--- src/hdl/voice_slot_allocator_top_macros.svh ---
// Assertion macros shared by the voice slot allocator RTL.
`ifndef VOICE_SLOT_ALLOCATOR_TOP_MACROS_SVH
`define VOICE_SLOT_ALLOCATOR_TOP_MACROS_SVH

`ifndef NO_ASSERTIONS

// Same-cycle implication, checked on every rising clock edge outside reset.
`define VSA_ASSERT_IMP(label, ante, cons) \
  label: assert property (@(posedge clk) disable iff (rst) (ante) |-> (cons)) \
    else $error("voice slot allocator check failed");

// Next-cycle implication, checked on every rising clock edge outside reset.
`define VSA_ASSERT_NEXT(label, ante, cons) \
  label: assert property (@(posedge clk) disable iff (rst) (ante) |=> (cons)) \
    else $error("voice slot allocator check failed");

`else

`define VSA_ASSERT_IMP(label, ante, cons)
`define VSA_ASSERT_NEXT(label, ante, cons)

`endif

`endif

--- src/hdl/vsa_pkg.sv ---
// Types and constants of the voice slot allocator.
package vsa_pkg;

  localparam int PITCH_W = 19;
  localparam int TOL_W   = 8;
  localparam int CMD_W   = 2;
  localparam int ACT_W   = 2;
  localparam int FSLOT_W = 3;
  localparam int OSLOT_W = 3;
  localparam int MASK_W  = 8;

  localparam logic [TOL_W-1:0] TOL_RESET = 8'd8;

  // Command codes
  localparam logic [CMD_W-1:0] CMD_NOTE_ON    = 2'd0;
  localparam logic [CMD_W-1:0] CMD_NOTE_OFF   = 2'd1;
  localparam logic [CMD_W-1:0] CMD_VOICE_DONE = 2'd2;

  // Action codes
  localparam logic [ACT_W-1:0] ACT_NONE    = 2'd0;
  localparam logic [ACT_W-1:0] ACT_START   = 2'd1;
  localparam logic [ACT_W-1:0] ACT_RELEASE = 2'd2;

  typedef enum logic [1:0] {
    ST_IDLE,
    ST_SCAN,
    ST_DONE
  } vsa_state_t;

  // Per-slot verdict of the shared compare unit
  typedef struct packed {
    logic near;
    logic older;
  } vsa_cmp_t;

endpackage

--- src/hdl/voice_slot_allocator_top.sv ---
// Voice slot allocator: top level with slot state, scan sequencer and result register.
//
// Usage: items enter on in_valid/in_ready with command, pitch and finished_slot.
// A note on or note off item walks the VOICES slots one per cycle through a
// single compare unit (pitch window test and generation age test), then goes
// to the done state, which decides the result and updates slot state; voice
// finished and unused commands skip the scan. The result item is presented on
// out_valid/out_ready with action, chosen_slot, slot_pitch, release_mask,
// was_retrigger and was_stolen, and is held until taken. in_ready is high only
// between items. A waiting result does not block the next item: it is accepted
// and scanned, and only its final decide step holds until the output register
// is free. The match_tolerance register must be written through
// cfg_wr_en/cfg_wr_data only while the block is idle; the block itself does not
// enforce this. Synchronous reset clears all slots to idle, the generation
// counter to zero, the tolerance to 8, and drops any pending result.
module voice_slot_allocator_top #(
  parameter int VOICES   = 8,
  parameter int GEN_BITS = 32
) (
  input  logic                         clk,
  input  logic                         rst,
  input  logic                         cfg_wr_en,
  input  logic [vsa_pkg::TOL_W-1:0]    cfg_wr_data,
  input  logic                         in_valid,
  output logic                         in_ready,
  input  logic [vsa_pkg::CMD_W-1:0]    command,
  input  logic [vsa_pkg::PITCH_W-1:0]  pitch,
  input  logic [vsa_pkg::FSLOT_W-1:0]  finished_slot,
  output logic                         out_valid,
  input  logic                         out_ready,
  output logic [vsa_pkg::ACT_W-1:0]    action,
  output logic [vsa_pkg::OSLOT_W-1:0]  chosen_slot,
  output logic [vsa_pkg::PITCH_W-1:0]  slot_pitch,
  output logic [vsa_pkg::MASK_W-1:0]   release_mask,
  output logic                         was_retrigger,
  output logic                         was_stolen
);

`include "voice_slot_allocator_top_macros.svh"

  localparam int SLOT_W = $clog2(VOICES);
  localparam logic [SLOT_W-1:0] LAST_SLOT = SLOT_W'(VOICES - 1);

  vsa_pkg::vsa_state_t state, state_next;

  logic [vsa_pkg::TOL_W-1:0]   match_tolerance;
  logic [vsa_pkg::CMD_W-1:0]   cmd_q;
  logic [vsa_pkg::PITCH_W-1:0] pitch_q;
  logic [vsa_pkg::FSLOT_W-1:0] fs_q;

  // Scan registers
  logic [SLOT_W-1:0]   idx;
  logic                match_found;
  logic [SLOT_W-1:0]   match_idx;
  logic                idle_found;
  logic [SLOT_W-1:0]   idle_idx;
  logic [SLOT_W-1:0]   min_idx;
  logic [GEN_BITS-1:0] min_gen;
  logic [VOICES-1:0]   off_mask;

  // Slot state
  logic [VOICES-1:0]           slot_active;
  logic [vsa_pkg::PITCH_W-1:0] slot_freq [VOICES];
  logic [GEN_BITS-1:0]         slot_gen  [VOICES];
  logic [GEN_BITS-1:0]         gen_ctr;
  logic [GEN_BITS-1:0]         gen_ctr_next;

  vsa_pkg::vsa_cmp_t cmp;

  logic                     accept;
  logic                     load;
  logic [SLOT_W-1:0]        pick;
  logic [VOICES-1:0]        rel_mask;
  logic [SLOT_W+2:0]        pick_ext;
  logic [VOICES+7:0]        mask_ext;
  logic [vsa_pkg::ACT_W-1:0]   action_next;
  logic [vsa_pkg::OSLOT_W-1:0] chosen_next;
  logic [vsa_pkg::PITCH_W-1:0] pitch_next;
  logic [vsa_pkg::MASK_W-1:0]  mask_next;
  logic                        retrig_next;
  logic                        stolen_next;

  // Compare the slot under the scan index
  vsa_slot_cmp #(
    .GEN_BITS (GEN_BITS)
  ) u_cmp (
    .slot_pitch (slot_freq[idx]),
    .pitch      (pitch_q),
    .tolerance  (match_tolerance),
    .slot_gen   (slot_gen[idx]),
    .min_gen    (min_gen),
    .first      (idx == '0),
    .result     (cmp)
  );

  assign accept       = in_valid && in_ready;
  assign load         = (state == vsa_pkg::ST_DONE) && (!out_valid || out_ready);
  assign gen_ctr_next = gen_ctr + GEN_BITS'(1);

  // Next state and handshake
  always_comb begin
    state_next = state;
    in_ready   = 1'b0;
    unique case (state)
      vsa_pkg::ST_IDLE: begin
        in_ready = 1'b1;
        if (in_valid) begin
          if (command == vsa_pkg::CMD_NOTE_ON || command == vsa_pkg::CMD_NOTE_OFF) begin
            state_next = vsa_pkg::ST_SCAN;
          end else begin
            state_next = vsa_pkg::ST_DONE;
          end
        end
      end
      vsa_pkg::ST_SCAN: begin
        if (idx == LAST_SLOT) begin
          state_next = vsa_pkg::ST_DONE;
        end
      end
      vsa_pkg::ST_DONE: begin
        if (load) begin
          state_next = vsa_pkg::ST_IDLE;
        end
      end
      default: state_next = vsa_pkg::ST_IDLE;
    endcase
  end

  // Pick the slot (retrigger, then idle, then oldest) and form the release mask
  always_comb begin
    pick = min_idx;
    if (idle_found) begin
      pick = idle_idx;
    end
    if (match_found) begin
      pick = match_idx;
    end
    if (pitch_q == '0) begin
      rel_mask = off_mask;
    end else if (match_found) begin
      rel_mask = VOICES'(1) << match_idx;
    end else begin
      rel_mask = '0;
    end
    pick_ext = (SLOT_W + 3)'(pick);
    mask_ext = (VOICES + 8)'(rel_mask);
  end

  // Form the result item
  always_comb begin
    action_next = vsa_pkg::ACT_NONE;
    chosen_next = '0;
    pitch_next  = '0;
    mask_next   = '0;
    retrig_next = 1'b0;
    stolen_next = 1'b0;
    case (cmd_q)
      vsa_pkg::CMD_NOTE_ON: begin
        action_next = vsa_pkg::ACT_START;
        chosen_next = pick_ext[vsa_pkg::OSLOT_W-1:0];
        pitch_next  = pitch_q;
        retrig_next = match_found;
        stolen_next = !match_found && !idle_found;
      end
      vsa_pkg::CMD_NOTE_OFF: begin
        if (rel_mask != '0) begin
          action_next = vsa_pkg::ACT_RELEASE;
          mask_next   = mask_ext[vsa_pkg::MASK_W-1:0];
        end
      end
      default: begin
        action_next = vsa_pkg::ACT_NONE;
      end
    endcase
  end

  // State register
  always_ff @(posedge clk) begin
    if (rst) begin
      state <= vsa_pkg::ST_IDLE;
    end else begin
      state <= state_next;
    end
  end

  // Control: tolerance, scan flags, slot activity, generation, result valid
  always_ff @(posedge clk) begin
    if (rst) begin
      match_tolerance <= vsa_pkg::TOL_RESET;
      idx             <= '0;
      match_found     <= 1'b0;
      idle_found      <= 1'b0;
      slot_active     <= '0;
      gen_ctr         <= '0;
      out_valid       <= 1'b0;
    end else begin
      if (cfg_wr_en) begin
        match_tolerance <= cfg_wr_data;
      end
      if (accept) begin
        idx         <= '0;
        match_found <= 1'b0;
        idle_found  <= 1'b0;
      end else if (state == vsa_pkg::ST_SCAN) begin
        idx <= idx + SLOT_W'(1);
        if (!match_found && slot_active[idx] && cmp.near) begin
          match_found <= 1'b1;
        end
        if (!idle_found && !slot_active[idx]) begin
          idle_found <= 1'b1;
        end
      end
      if (load) begin
        if (cmd_q == vsa_pkg::CMD_NOTE_ON) begin
          gen_ctr           <= gen_ctr_next;
          slot_active[pick] <= 1'b1;
        end else if (cmd_q == vsa_pkg::CMD_VOICE_DONE) begin
          for (int i = 0; i < VOICES; i++) begin
            if (int'(fs_q) == i) begin
              slot_active[i] <= 1'b0;
            end
          end
        end
        out_valid <= 1'b1;
      end else if (out_ready) begin
        out_valid <= 1'b0;
      end
    end
  end

  // Payload: captured item, scan results, slot pitch and generation, result fields
  always_ff @(posedge clk) begin
    if (accept) begin
      cmd_q    <= command;
      pitch_q  <= pitch;
      fs_q     <= finished_slot;
      off_mask <= '0;
    end else if (state == vsa_pkg::ST_SCAN) begin
      if (!match_found && slot_active[idx] && cmp.near) begin
        match_idx <= idx;
      end
      if (!idle_found && !slot_active[idx]) begin
        idle_idx <= idx;
      end
      if (cmp.older) begin
        min_idx <= idx;
        min_gen <= slot_gen[idx];
      end
      off_mask[idx] <= slot_active[idx];
    end
    if (load) begin
      if (cmd_q == vsa_pkg::CMD_NOTE_ON) begin
        slot_freq[pick] <= pitch_q;
        slot_gen[pick]  <= gen_ctr_next;
      end
      action        <= action_next;
      chosen_slot   <= chosen_next;
      slot_pitch    <= pitch_next;
      release_mask  <= mask_next;
      was_retrigger <= retrig_next;
      was_stolen    <= stolen_next;
    end
  end

  // Checks
  `VSA_ASSERT_IMP(a_start_no_mask, out_valid && action == vsa_pkg::ACT_START, release_mask == '0)
  `VSA_ASSERT_IMP(a_retrig_not_stolen, out_valid, !(was_retrigger && was_stolen))
  `VSA_ASSERT_NEXT(a_note_on_scans, accept && command == vsa_pkg::CMD_NOTE_ON,
                   state == vsa_pkg::ST_SCAN)
  `VSA_ASSERT_NEXT(a_note_on_keeps_active, load && cmd_q == vsa_pkg::CMD_NOTE_ON,
                   $countones(slot_active) >= $past($countones(slot_active)))

endmodule

--- src/hdl/vsa_slot_cmp.sv ---
// Shared compare unit: pitch distance test and generation age test for one slot.
module vsa_slot_cmp #(
  parameter int GEN_BITS = 32
) (
  input  logic [vsa_pkg::PITCH_W-1:0] slot_pitch,
  input  logic [vsa_pkg::PITCH_W-1:0] pitch,
  input  logic [vsa_pkg::TOL_W-1:0]   tolerance,
  input  logic [GEN_BITS-1:0]         slot_gen,
  input  logic [GEN_BITS-1:0]         min_gen,
  input  logic                        first,
  output vsa_pkg::vsa_cmp_t           result
);

  logic [vsa_pkg::PITCH_W-1:0] diff;

  // Take the absolute pitch distance
  always_comb begin
    if (slot_pitch > pitch) begin
      diff = slot_pitch - pitch;
    end else begin
      diff = pitch - slot_pitch;
    end
  end

  // Strict window test; first slot always seeds the oldest search
  always_comb begin
    result.near  = diff < vsa_pkg::PITCH_W'(tolerance);
    result.older = first || (slot_gen < min_gen);
  end

endmodule
--- config.mk ---
export PLATFORM = sky130hd
export DESIGN_NAME = voice_slot_allocator_top
export DESIGN_NICKNAME = d
export VERILOG_FILES = /design/src/hdl/vsa_pkg.sv /design/src/hdl/voice_slot_allocator_top.sv /design/src/hdl/vsa_slot_cmp.sv
export VERILOG_INCLUDE_DIRS = /design/src /design/src/hdl
export SDC_FILE = /design/constraint.sdc
export NUM_CORES = 1
export LEC_CHECK = 0
export BUFFER_PORTS_ARGS = -buffer_cell sky130_fd_sc_hd__buf_2
export CORE_MARGIN = 8
export CORE_UTILIZATION = 55
export CTS_CLUSTER_SIZE = 40
export DETAILED_ROUTE_END_ITERATION = 7
export PLACE_DENSITY = 0.77
export SLEW_MARGIN = 20
export SYNTH_ARGS = -nofsm -noshare
export SYNTH_HDL_FRONTEND = slang
export SYNTH_SLANG_ARGS = --single-unit
--- constraint.sdc ---
create_clock -name clk -period 9.4 [get_ports clk]
set_input_delay 1.88 -clock clk [delete_from_list [all_inputs] [get_ports clk]]
set_output_delay 1.88 -clock clk [all_outputs]
set_load 0.005 [all_outputs]
Word level (Yosys, flattened, before mapping)
Memories as Yosys holds them, arrays and structs flattened. A register that Yosys moved wholly into a read port is not among the register bits. Cells that the tools add are included. W data, S select, Z words.

Register bits after elaboration: 163. Latch bits: 0. RAM bits: 408. Bits in read-only memories: 0. Memories: 2.

Memory list: slot_gen (depth 8, width 32, rd ports 1, clocked after Yosys merged registers in 1, write ports 1, RTL line voice_slot_allocator_top.sv:64) `logic [GEN_BITS-1:0] slot_gen [VOICES];`; slot_freq (depth 8, width 19, rd ports 1, clocked after Yosys merged registers in 1, write ports 1, RTL line voice_slot_allocator_top.sv:63) `logic [vsa_pkg::PITCH_W-1:0] slot_freq [VOICES];`.

Add/sub/neg operators: 4. Multipliers: 0. Divide/modulo/power cells: 0. $lt $le $gt $ge: 7. Eq/ne operators: 16. Shift-type cells: 1. Multiplexer cells: 39. Bitwise operators: 2. Reductions and logical operators: 49.

Operator list (count): $sub A19 B19 Y19 (2); $reduce_and A3 Y1 (12); $add A32 B1 Y32 const B (1); $lt A32 B32 Y1 (1); $mux W8 (4); $reduce_bool A2 Y1 (10); $gt A19 B19 Y1 (1); $logic_not A19 Y1 (1); $lt A19 B8 Y1 (1); $mux W19 (1); $mux W3 (6); $mux W1 (17); $eq A3 B3 Y1 const B (5); $mux W2 (5); $bwmux W8 (1); $logic_and A1 B1 Y1 (8); $lt A3 B4 Y1 const B (2); $or A8 B8 Y8 (1); $reduce_and A2 Y1 (4); $reduce_bool A8 Y1 (1); $shl A1 B3 Y8 const A (1); $demux W1 S3 (2); $eq A2 B1 Y1 const B (3); $eq A3 B2 Y1 const B (2); other kinds (14) (26).

Logic depth before layout (Yosys ltp)
Gate-level depths: netlist of run 1.

Word-level depth: 8. Depth in mapped cells: 26.

Modules after synthesis
A second synthesis of run 1 with hierarchy kept.

Cell total of the unflattened synthesis: 1658. Area, all modules: 25538.2 sq um.

By module, submodules not included: voice_slot_allocator_top (times used 1, cells an instance 1233, area an instance 22527.9 sq um, seq. area each 16565.9 sq um); vsa_slot_cmp (times used 1, cells an instance 425, area an instance 3010.4 sq um, seq. area each 0.0 sq um).

Worst setup path before layout of run 1
No wires, ideal clock.

Path type: register to register. From: reg with a tool-made name. To: reg match_idx[0] (enable). Library setup time: 302 ps. Arrival time: 6295 ps. Required time: 9098 ps. Path slack: 2803 ps. Stages on the path, launching flop included: 25. Buffers on the path: 3. Clock period less this slack: 6597 ps. Cell sequence: dfxtp_1 -> clkbuf_1 -> buf_1 -> mux4_2 -> mux2i_1 -> inv_1 -> ha_1 -> nor2b_1 -> o31a_1 -> nor2_1 -> o21ai_0 -> a21oi_1 -> o31ai_1 -> buf_2 -> a211oi_1 -> a21oi_1 -> xor2_1 -> ha_1 -> a21o_1 -> a2111oi_0 -> o211ai_1 -> or4_1 -> nor4_1 -> o2111ai_1 -> nand2_1.

RTL lines: end signal: assignment (RTL line voice_slot_allocator_top.sv:240) `match_idx <= idx;`; end: declaration (RTL line voice_slot_allocator_top.sv:54) `logic [SLOT_W-1:0] match_idx;`.

==> key figures, run 1 <==
Final layout
  • Final Core Density: 61.4%
  • P&R area growth vs syn: 10.7%
  • Share of cells above drive strength 1: 19.6%
  • Layout Nets: 1796
  • Antenna fix cells: 0
  • Final Non-Filler Cells: 2322
  • Fillers: approximately 3.3k

Synth
  • Sequential fraction of the synthesis area: between 60% and 70%
  • Syn Std Cell Area: around 25000 µm²
  • Synthesized instance count: roughly 1.6k
  • Synth top area cells: edfxtp_1 61%, mux4_2 9.4%, dfxtp_1 5.4%, ha_1 4.0%, nor2_1 2.0%
  • Syn Nets: between 1.5k and 2k
  • Yosys warning count: 0
  • Yosys top cell by area: edfxtp_1
  • Synth Flop Type: edfxtp_1
  • Syn avg cell area: between 15 and 20 µm²
  • Distinct cells, synth: 64
  • Yosys top cell area share: between 60% and 70%
  • Asr flop ratio synth: 0%
  • #FFs+latches synth: 574
  • Number of synthesized flops with an enable pin: between 500 and 600

STA
  • Count of pins over their slew limit: 0
  • Max-slew headroom: ~30%
  • Peak Freq: between 100 and 150 MHz
  • Skew final: around 27 ps
  • Hold slack: just over 500 ps
  • Final Hold Viols: 0
  • Tightest Pin Transition: ~1000 ps
  • RSZ-0062 raised after global routing: false
  • Total negative slack: 0 ps
  • Final min period: slightly above 7000 ps
  • Setup violators final: 0
  • Tcrit/Tclk final: 76.7%

Worst setup path
  • Crit start category: register
  • Worst r2r dst: match_idx[1]$_DFFE_PP_
  • Worst Setup End Kind: register
  • Reg2reg setup slack: approximately 2200 ps
  • Crit path max fanout: 47
  • WP data required: 9710 ps
  • Crit path kind: reg -> reg
  • R2R depth: 23
  • CP Data Arrival Time: 7520 ps

Floorplan
  • Die Height: 229 µm
  • Die width: 229 µm
  • Die area: between 50000 and 60000 µm²
  • I/O pins: 73
  • Row count: between 70 and 80
  • Initial Util: a little under three fifths
  • Core area: around 45000 µm²

Clocking
  • Setup bufs post-CTS: 0
  • CTS root buf: clkbuf_16
  • Worst-Skew Late Latency: approximately 610 ps
  • CTS tree: done
  • Sink Count: about 570
  • Post-CTS sizing: 0
  • Post-CTS Hold Fix Bufs: 0
  • H-tree Lvls: 2
  • Worst-path clk slew: 70 ps
  • Num CTS Buffers: 53
  • CTS Buffer Depth: 3

Power and ir drop
  • Worst VDD drop: about 0.3 mV
  • P_leak: approximately 10 nW
  • PwrDens: 189 nW/µm²
  • Tot Pwr: 0.00524 W

Global routing
  • Vias in the first global route: ~14k
  • Initial antenna violation count: 0
  • First-pass GRT wire length: 82400 µm
  • Tot GR Track Use: 20.1%
  • Grt ovf: 0
  • Largest net degree at the start of global routing: 58

Worst hold path
  • Worst hold-check path type: reg -> reg
  • Hold_sp: match_tolerance[7]$_SDFFE_PP0P_
  • Hold Path Depth: 2
  • WHS Endpoint: match_tolerance[7]$_SDFFE_PP0P_

Drt
  • DR pass1 iterations: 6
  • Detailed-route via count: roughly 14k
  • Vias per std cell: roughly 6.0
  • Drc violations: 0
  • DR WL/cell: ~23 µm
  • DRT iter0 DRCs: 1243
  • Final wirelength: approximately 53000 µm
  • Post-route ant nets: 0

Placed design
  • Cells after DPL: about 2.2k
  • Estimated wirelength of the detail-placed design: between 30000 and 40000 µm
  • Routability Congestion: roughly 0.9
  • I/O Buffers: between 70 and 80

Status
  • Status: completed

Flow run
  • # Max-Cap Violations: 0
==> layout by cell type, fill, tap and decap left out, drive strengths merged, types with 9 or more instances in the layout <==
cell type and n:
a211oi 14, a21o 20, a21oi 53, a31oi 12
and2 9, and3 10, buf 90, clkbuf 68
clkinv 20, dfxtp 67, edfxtp 507, ha 79
inv 94, mux2 37, mux2i 39, mux4 104
nand2 75, nand2b 11, nand3 26, nand4 19
nor2 135, nor3 19, nor4 14, o21ai 38
xnor2 34, xor2 47
==> Yosys cell counts (all sizes together), types with 38 or more instances <==
cell	number
edfxtp	507
a21oi	53
mux2i	39
xor2	47
clkbuf	42
dfxtp	67
nor2	135
o21ai	38
nand2	75
ha	79
inv	90
mux4	104
==> worst max-delay path by stage <==
stage                     slack (ps)                     end  cells after the start
after global routing            1520  match_idx[1]$_DFFE_PP_                     23
after global placement          2310  match_idx[0]$_DFFE_PP_                     23
final                           2190  match_idx[1]$_DFFE_PP_                     23
after floorplan                 2800  match_idx[0]$_DFFE_PP_                     24
after CTS                       2130  match_idx[2]$_DFFE_PP_                     23
after detailed placement        2180  match_idx[1]$_DFFE_PP_                     23
==> sequential cells by signal, summed over array words and instances (netlist names), 8 cells and up, named ones only <==
name,flops
pitch_q,19
match_tolerance,8
release_mask,8
min_gen,32
slot_pitch,19
slot_active,8
slot_gen,256
gen_ctr,32
slot_freq,152
off_mask,8
==> critical path: stages (launching register included) <==
cell       delay, ps
dfxtp_4         1000
mux4_2           600
mux2i_1          350
inv_1            150
ha_1             330
nor2b_1          150
o31a_1           260
nor2_1           180
o21ai_0          230
a21oi_1          420
o31ai_1          130
buf_4            210
or3_1            360
a31oi_1          210
xnor2_1          150
ha_1             260
nand3_1           70
a21oi_1           40
a2111oi_0        440
o211ai_1         200
or4_1            500
nor4_1           280
o2111ai_1        200
nand2_1          180
==> metal layers <==
metal | routed length [µm] | track usage [%]
met4 | 1000 | 4.78
met3 | 3550 | 3.65
met1 | 23200 | 28.1
met5 | 0 | 0
met2 | 25300 | 32.6
==> through the flow <==
stage                     setup WS [ps]  cell area (µm²)
final                              2190            27700
after global routing               1520            27700
after CTS                          2130            27700
after detailed placement           2180            25900
after global placement             2310            25900
after floorplan                    2800            25000
==> where the power goes <==
group / switching, W / total [W] / internal [W]
Clock: 0.000931 / 0.00213 / 0.00120
Sequential: 0.0000359 / 0.00282 / 0.00278
Combinational: 0.000171 / 0.000292 / 0.000121
==> layout make-up <==
type	count	area, µm²	share of cell area, %
clock inverter	31	327	1.18
timing repair buffer	90	495	1.79
inverter	90	338	1.22
clock buffer	68	1400	5.07
tap	600	751	2.71
multi-input combinational	869	7790	28.1
sequential	574	16600	59.9
==> cells by family (layout without fill, tap and decap cells) <==
| group | count (synthesis) | in the layout | synth area share, % |
|---|---|---|---|
| compound gates | 180 | 180 | 4.72 |
| flops | 574 | 574 | 66.2 |
| xor+xnor | 81 | 81 | 2.84 |
| buf+inv | 162 | 279 | 2.93 |
| mux | 180 | 180 | 12.6 |
| simple gates | 347 | 347 | 6.56 |
| fa+ha+maj | 81 | 81 | 4.11 |
No activity file was read; power rests on OpenSTA's default activity.
==> run 2: changes to the inputs <==
==> constraint.sdc (replaced) <==
create_clock -name clk -period 7.2 [get_ports clk]
set_input_delay 1.44 -clock clk [delete_from_list [all_inputs] [get_ports clk]]
set_output_delay 1.44 -clock clk [all_outputs]
set_load 0.005 [all_outputs]
==> run 2 against run 1 <==
Against the previous run: fmax up 6.3%; non-clock buffer count up 17; clock-buffer cell count unchanged; clock skew increased by 0.53 ps; global-route usage barely moved; design area is 1.0% higher; flip-flop and latch count stayed put; wire length fell by 0.68%; critical path depth increased by 1; utilization up 0.62 points; total power up 33%; critical endpoint is now match_idx[2]$_DFFE_PP_; largest cell class unchanged.
==> key figures, run 2 (same netlist as run 1, synthesis figures left out) <==
Final layout
  • Final Non-Filler Cells: between 2k and 2.5k
  • Reg area: approximately 17000 µm²
  • Most common cell after layout, fill and taps aside: edfxtp_1
  • Fillers: between 3k and 4k
  • Register bank with the most flops: slot_gen
  • Multi-input logic area: 7800 µm²
  • Most frequent cells in the layout: 507 x edfxtp_1, 126 x nor2_1, 104 x mux4_2
  • Top flop regs: slot_gen: 256 flops, slot_freq: 152 flops
  • P&R area growth vs syn: 11.8%
  • Share of cells above drive strength 1: around a fifth
  • Max FFs per register: 256
  • Layout Nets: ~1.8k
  • Final Core Density: slightly above 60%

Worst setup path
  • CP bufs+invs: 3
  • Crit path largest cell delay: ~550 ps
  • Slowest-stage cell, CP: a2111oi_1
  • Worst Setup End Kind: register
  • Reg2reg setup slack: between 400 and 500 ps
  • R2R depth: 24
  • Crit-path cells: buf_4 > mux4_2 > mux2i_1 > inv_1 > ha_1 > nor2b_1 > o31a_1 > nor2_1 > o21ai_0 > a21oi_1 > o31ai_1 > buf_4 > or3_1 > a31oi_1 > xnor2_1 > ha_1 > nand3_1 > a21oi_1 > a2111oi_1 > o211ai_1 > or4_1 > nor4_1 > o2111ai_1 > nand2_1
  • Worst r2r dst: match_idx[2]$_DFFE_PP_
  • Crit start category: register
  • Top delay family on crit path: compound AO/OA/AOI/OAI gates
  • WP data required: roughly 7500 ps
  • Crit path max fanout: 13
  • Crit path kind: reg -> reg
  • CP Data Arrival Time: roughly 7100 ps

Clocking
  • CTS Buffer Depth: 3
  • CTS tree: done
  • CTS root buf: clkbuf_16
  • Worst-path clk slew: 60 ps
  • Setup bufs post-CTS: 0
  • H-tree Lvls: 2
  • Worst-Skew Late Latency: 610 ps
  • Sink Count: 574
  • Num CTS Buffers: 55

Placed design
  • Cells after DPL: ~2.2k
  • DP Worst Slack: around 340 ps
  • I/O Buffers: 72
  • Estimated wirelength of the detail-placed design: about 33000 µm
  • Routability Congestion: between 0.9 and 1

Drt
  • Drc violations: 0
  • Final wirelength: about 53000 µm
  • DR pass1 iterations: 7
  • DR WL/cell: about 22 µm
  • Detailed-route via count: approximately 14k
  • DRT iter0 DRCs: around 1.3k
  • Post-route ant nets: 0
  • Vias per std cell: 5.94

STA
  • Setup violators final: 0
  • Count of pins over their slew limit: 0
  • Peak Freq: ~150 MHz
  • Final min period: a little under 7000 ps
  • Tightest Pin Transition: roughly 1000 ps
  • Hold slack: between 500 and 600 ps
  • Skew final: between 20 and 30 ps
  • Final Hold Viols: 0
  • Max-slew headroom: 31.7%
  • Final WS setup: between 400 and 500 ps
  • Tcrit/Tclk final: a little over nine tenths

Floorplan
  • Die Height: around 230 µm
  • Die area: around 53000 µm²
  • Core area: 45100 µm²
  • Die width: 229 µm
  • Row count: slightly below 80
  • Initial Util: 55.5%
  • I/O pins: between 70 and 80

Power and ir drop
  • Tot Pwr: 0.00698 W
  • P_leak: 10.2 nW
  • Worst VDD drop: between 0.2 and 0.25 mV
  • PwrDens: around 250 nW/µm²

Global routing
  • Largest net degree at the start of global routing: 58
  • Grt ovf: 0
  • Tot GR Track Use: roughly a fifth
  • First-pass GRT wire length: roughly 80000 µm
  • Vias in the first global route: ~14k
  • Initial antenna violation count: 1

Flow run
  • # Max-Cap Violations: 0

Worst hold path
  • Hold_sp: match_tolerance[7]$_SDFFE_PP0P_
  • Worst hold-check path type: reg -> reg
  • WHS Endpoint: match_tolerance[7]$_SDFFE_PP0P_
  • Hold Path Depth: 2

Status
  • Status: completed
==> run 2: metal layers <==
layer | vias up | global-route usage, % | part of all wire [%]
met4 | 0 | 6.81 | 2.7
li1 | 6301 | - | -
met1 | 7078 | 27.4 | 42
met3 | 93 | 2.78 | 6.0
met2 | 464 | 33.0 | 49
met5 | - | 0.0946 | 0
==> run 2: worst register-to-register path: cells and delay by family, from the launching register on <==
kind	cells	cell delay [ps]
xor+xnor	1	150
simple gates	7	1750
buf+inv	3	580
compound gates	9	2160
mux	2	850
flops	1	410
fa+ha+maj	2	570
==> run 2: worst max path at each step <==
stage	cells past startpoint	slack (ps)	to	from
after floorplan	24	600	match_idx[0]$_DFFE_PP_	register
after global placement	23	620	match_idx[2]$_DFFE_PP_	register
after detailed placement	23	340	match_idx[2]$_DFFE_PP_	register
after CTS	23	270	match_idx[2]$_DFFE_PP_	register
after global routing	24	-6	match_idx[2]$_DFFE_PP_	register
final	24	420	match_idx[2]$_DFFE_PP_	register
==> run 2: what timing repair did <==
action                     4_1_cts  5_1_grt
gates resized for setup          0        2
setup endpoints to repair        0        4
hold buffers                     0        0
==> run 2: area by class of cell <==
type,instances,share of cell area [%]
Antenna cell,1,0.00895
Clock buffer,68,5.25
Sequential cell,574,59.3
Clock inverter,36,1.36
Multi-Input combinational cell,869,27.9
Inverter,90,1.21
Timing Repair Buffer,107,2.32
Tap cell,600,2.69
==> run 2: power by group <==
| part | leakage (nW) | switching, W | total [W] | internal [W] |
|---|---|---|---|---|
| clock network | 0.903 | 0.00123 | 0.00290 | 0.00167 |
| logic | 3.69 | 0.000236 | 0.000402 | 0.000166 |
| registers | 5.57 | 0.0000389 | 0.00367 | 0.00363 |
==> run 2: stage by stage <==
step / area (µm²) / setup TNS [ps]
3_5_place_dp: 26100 / 0
2_1_floorplan: 25000 / 0
6_report: 28000 / 0
3_3_place_gp: 26100 / 0
4_1_cts: 27900 / 0
5_1_grt: 28000 / -18.4
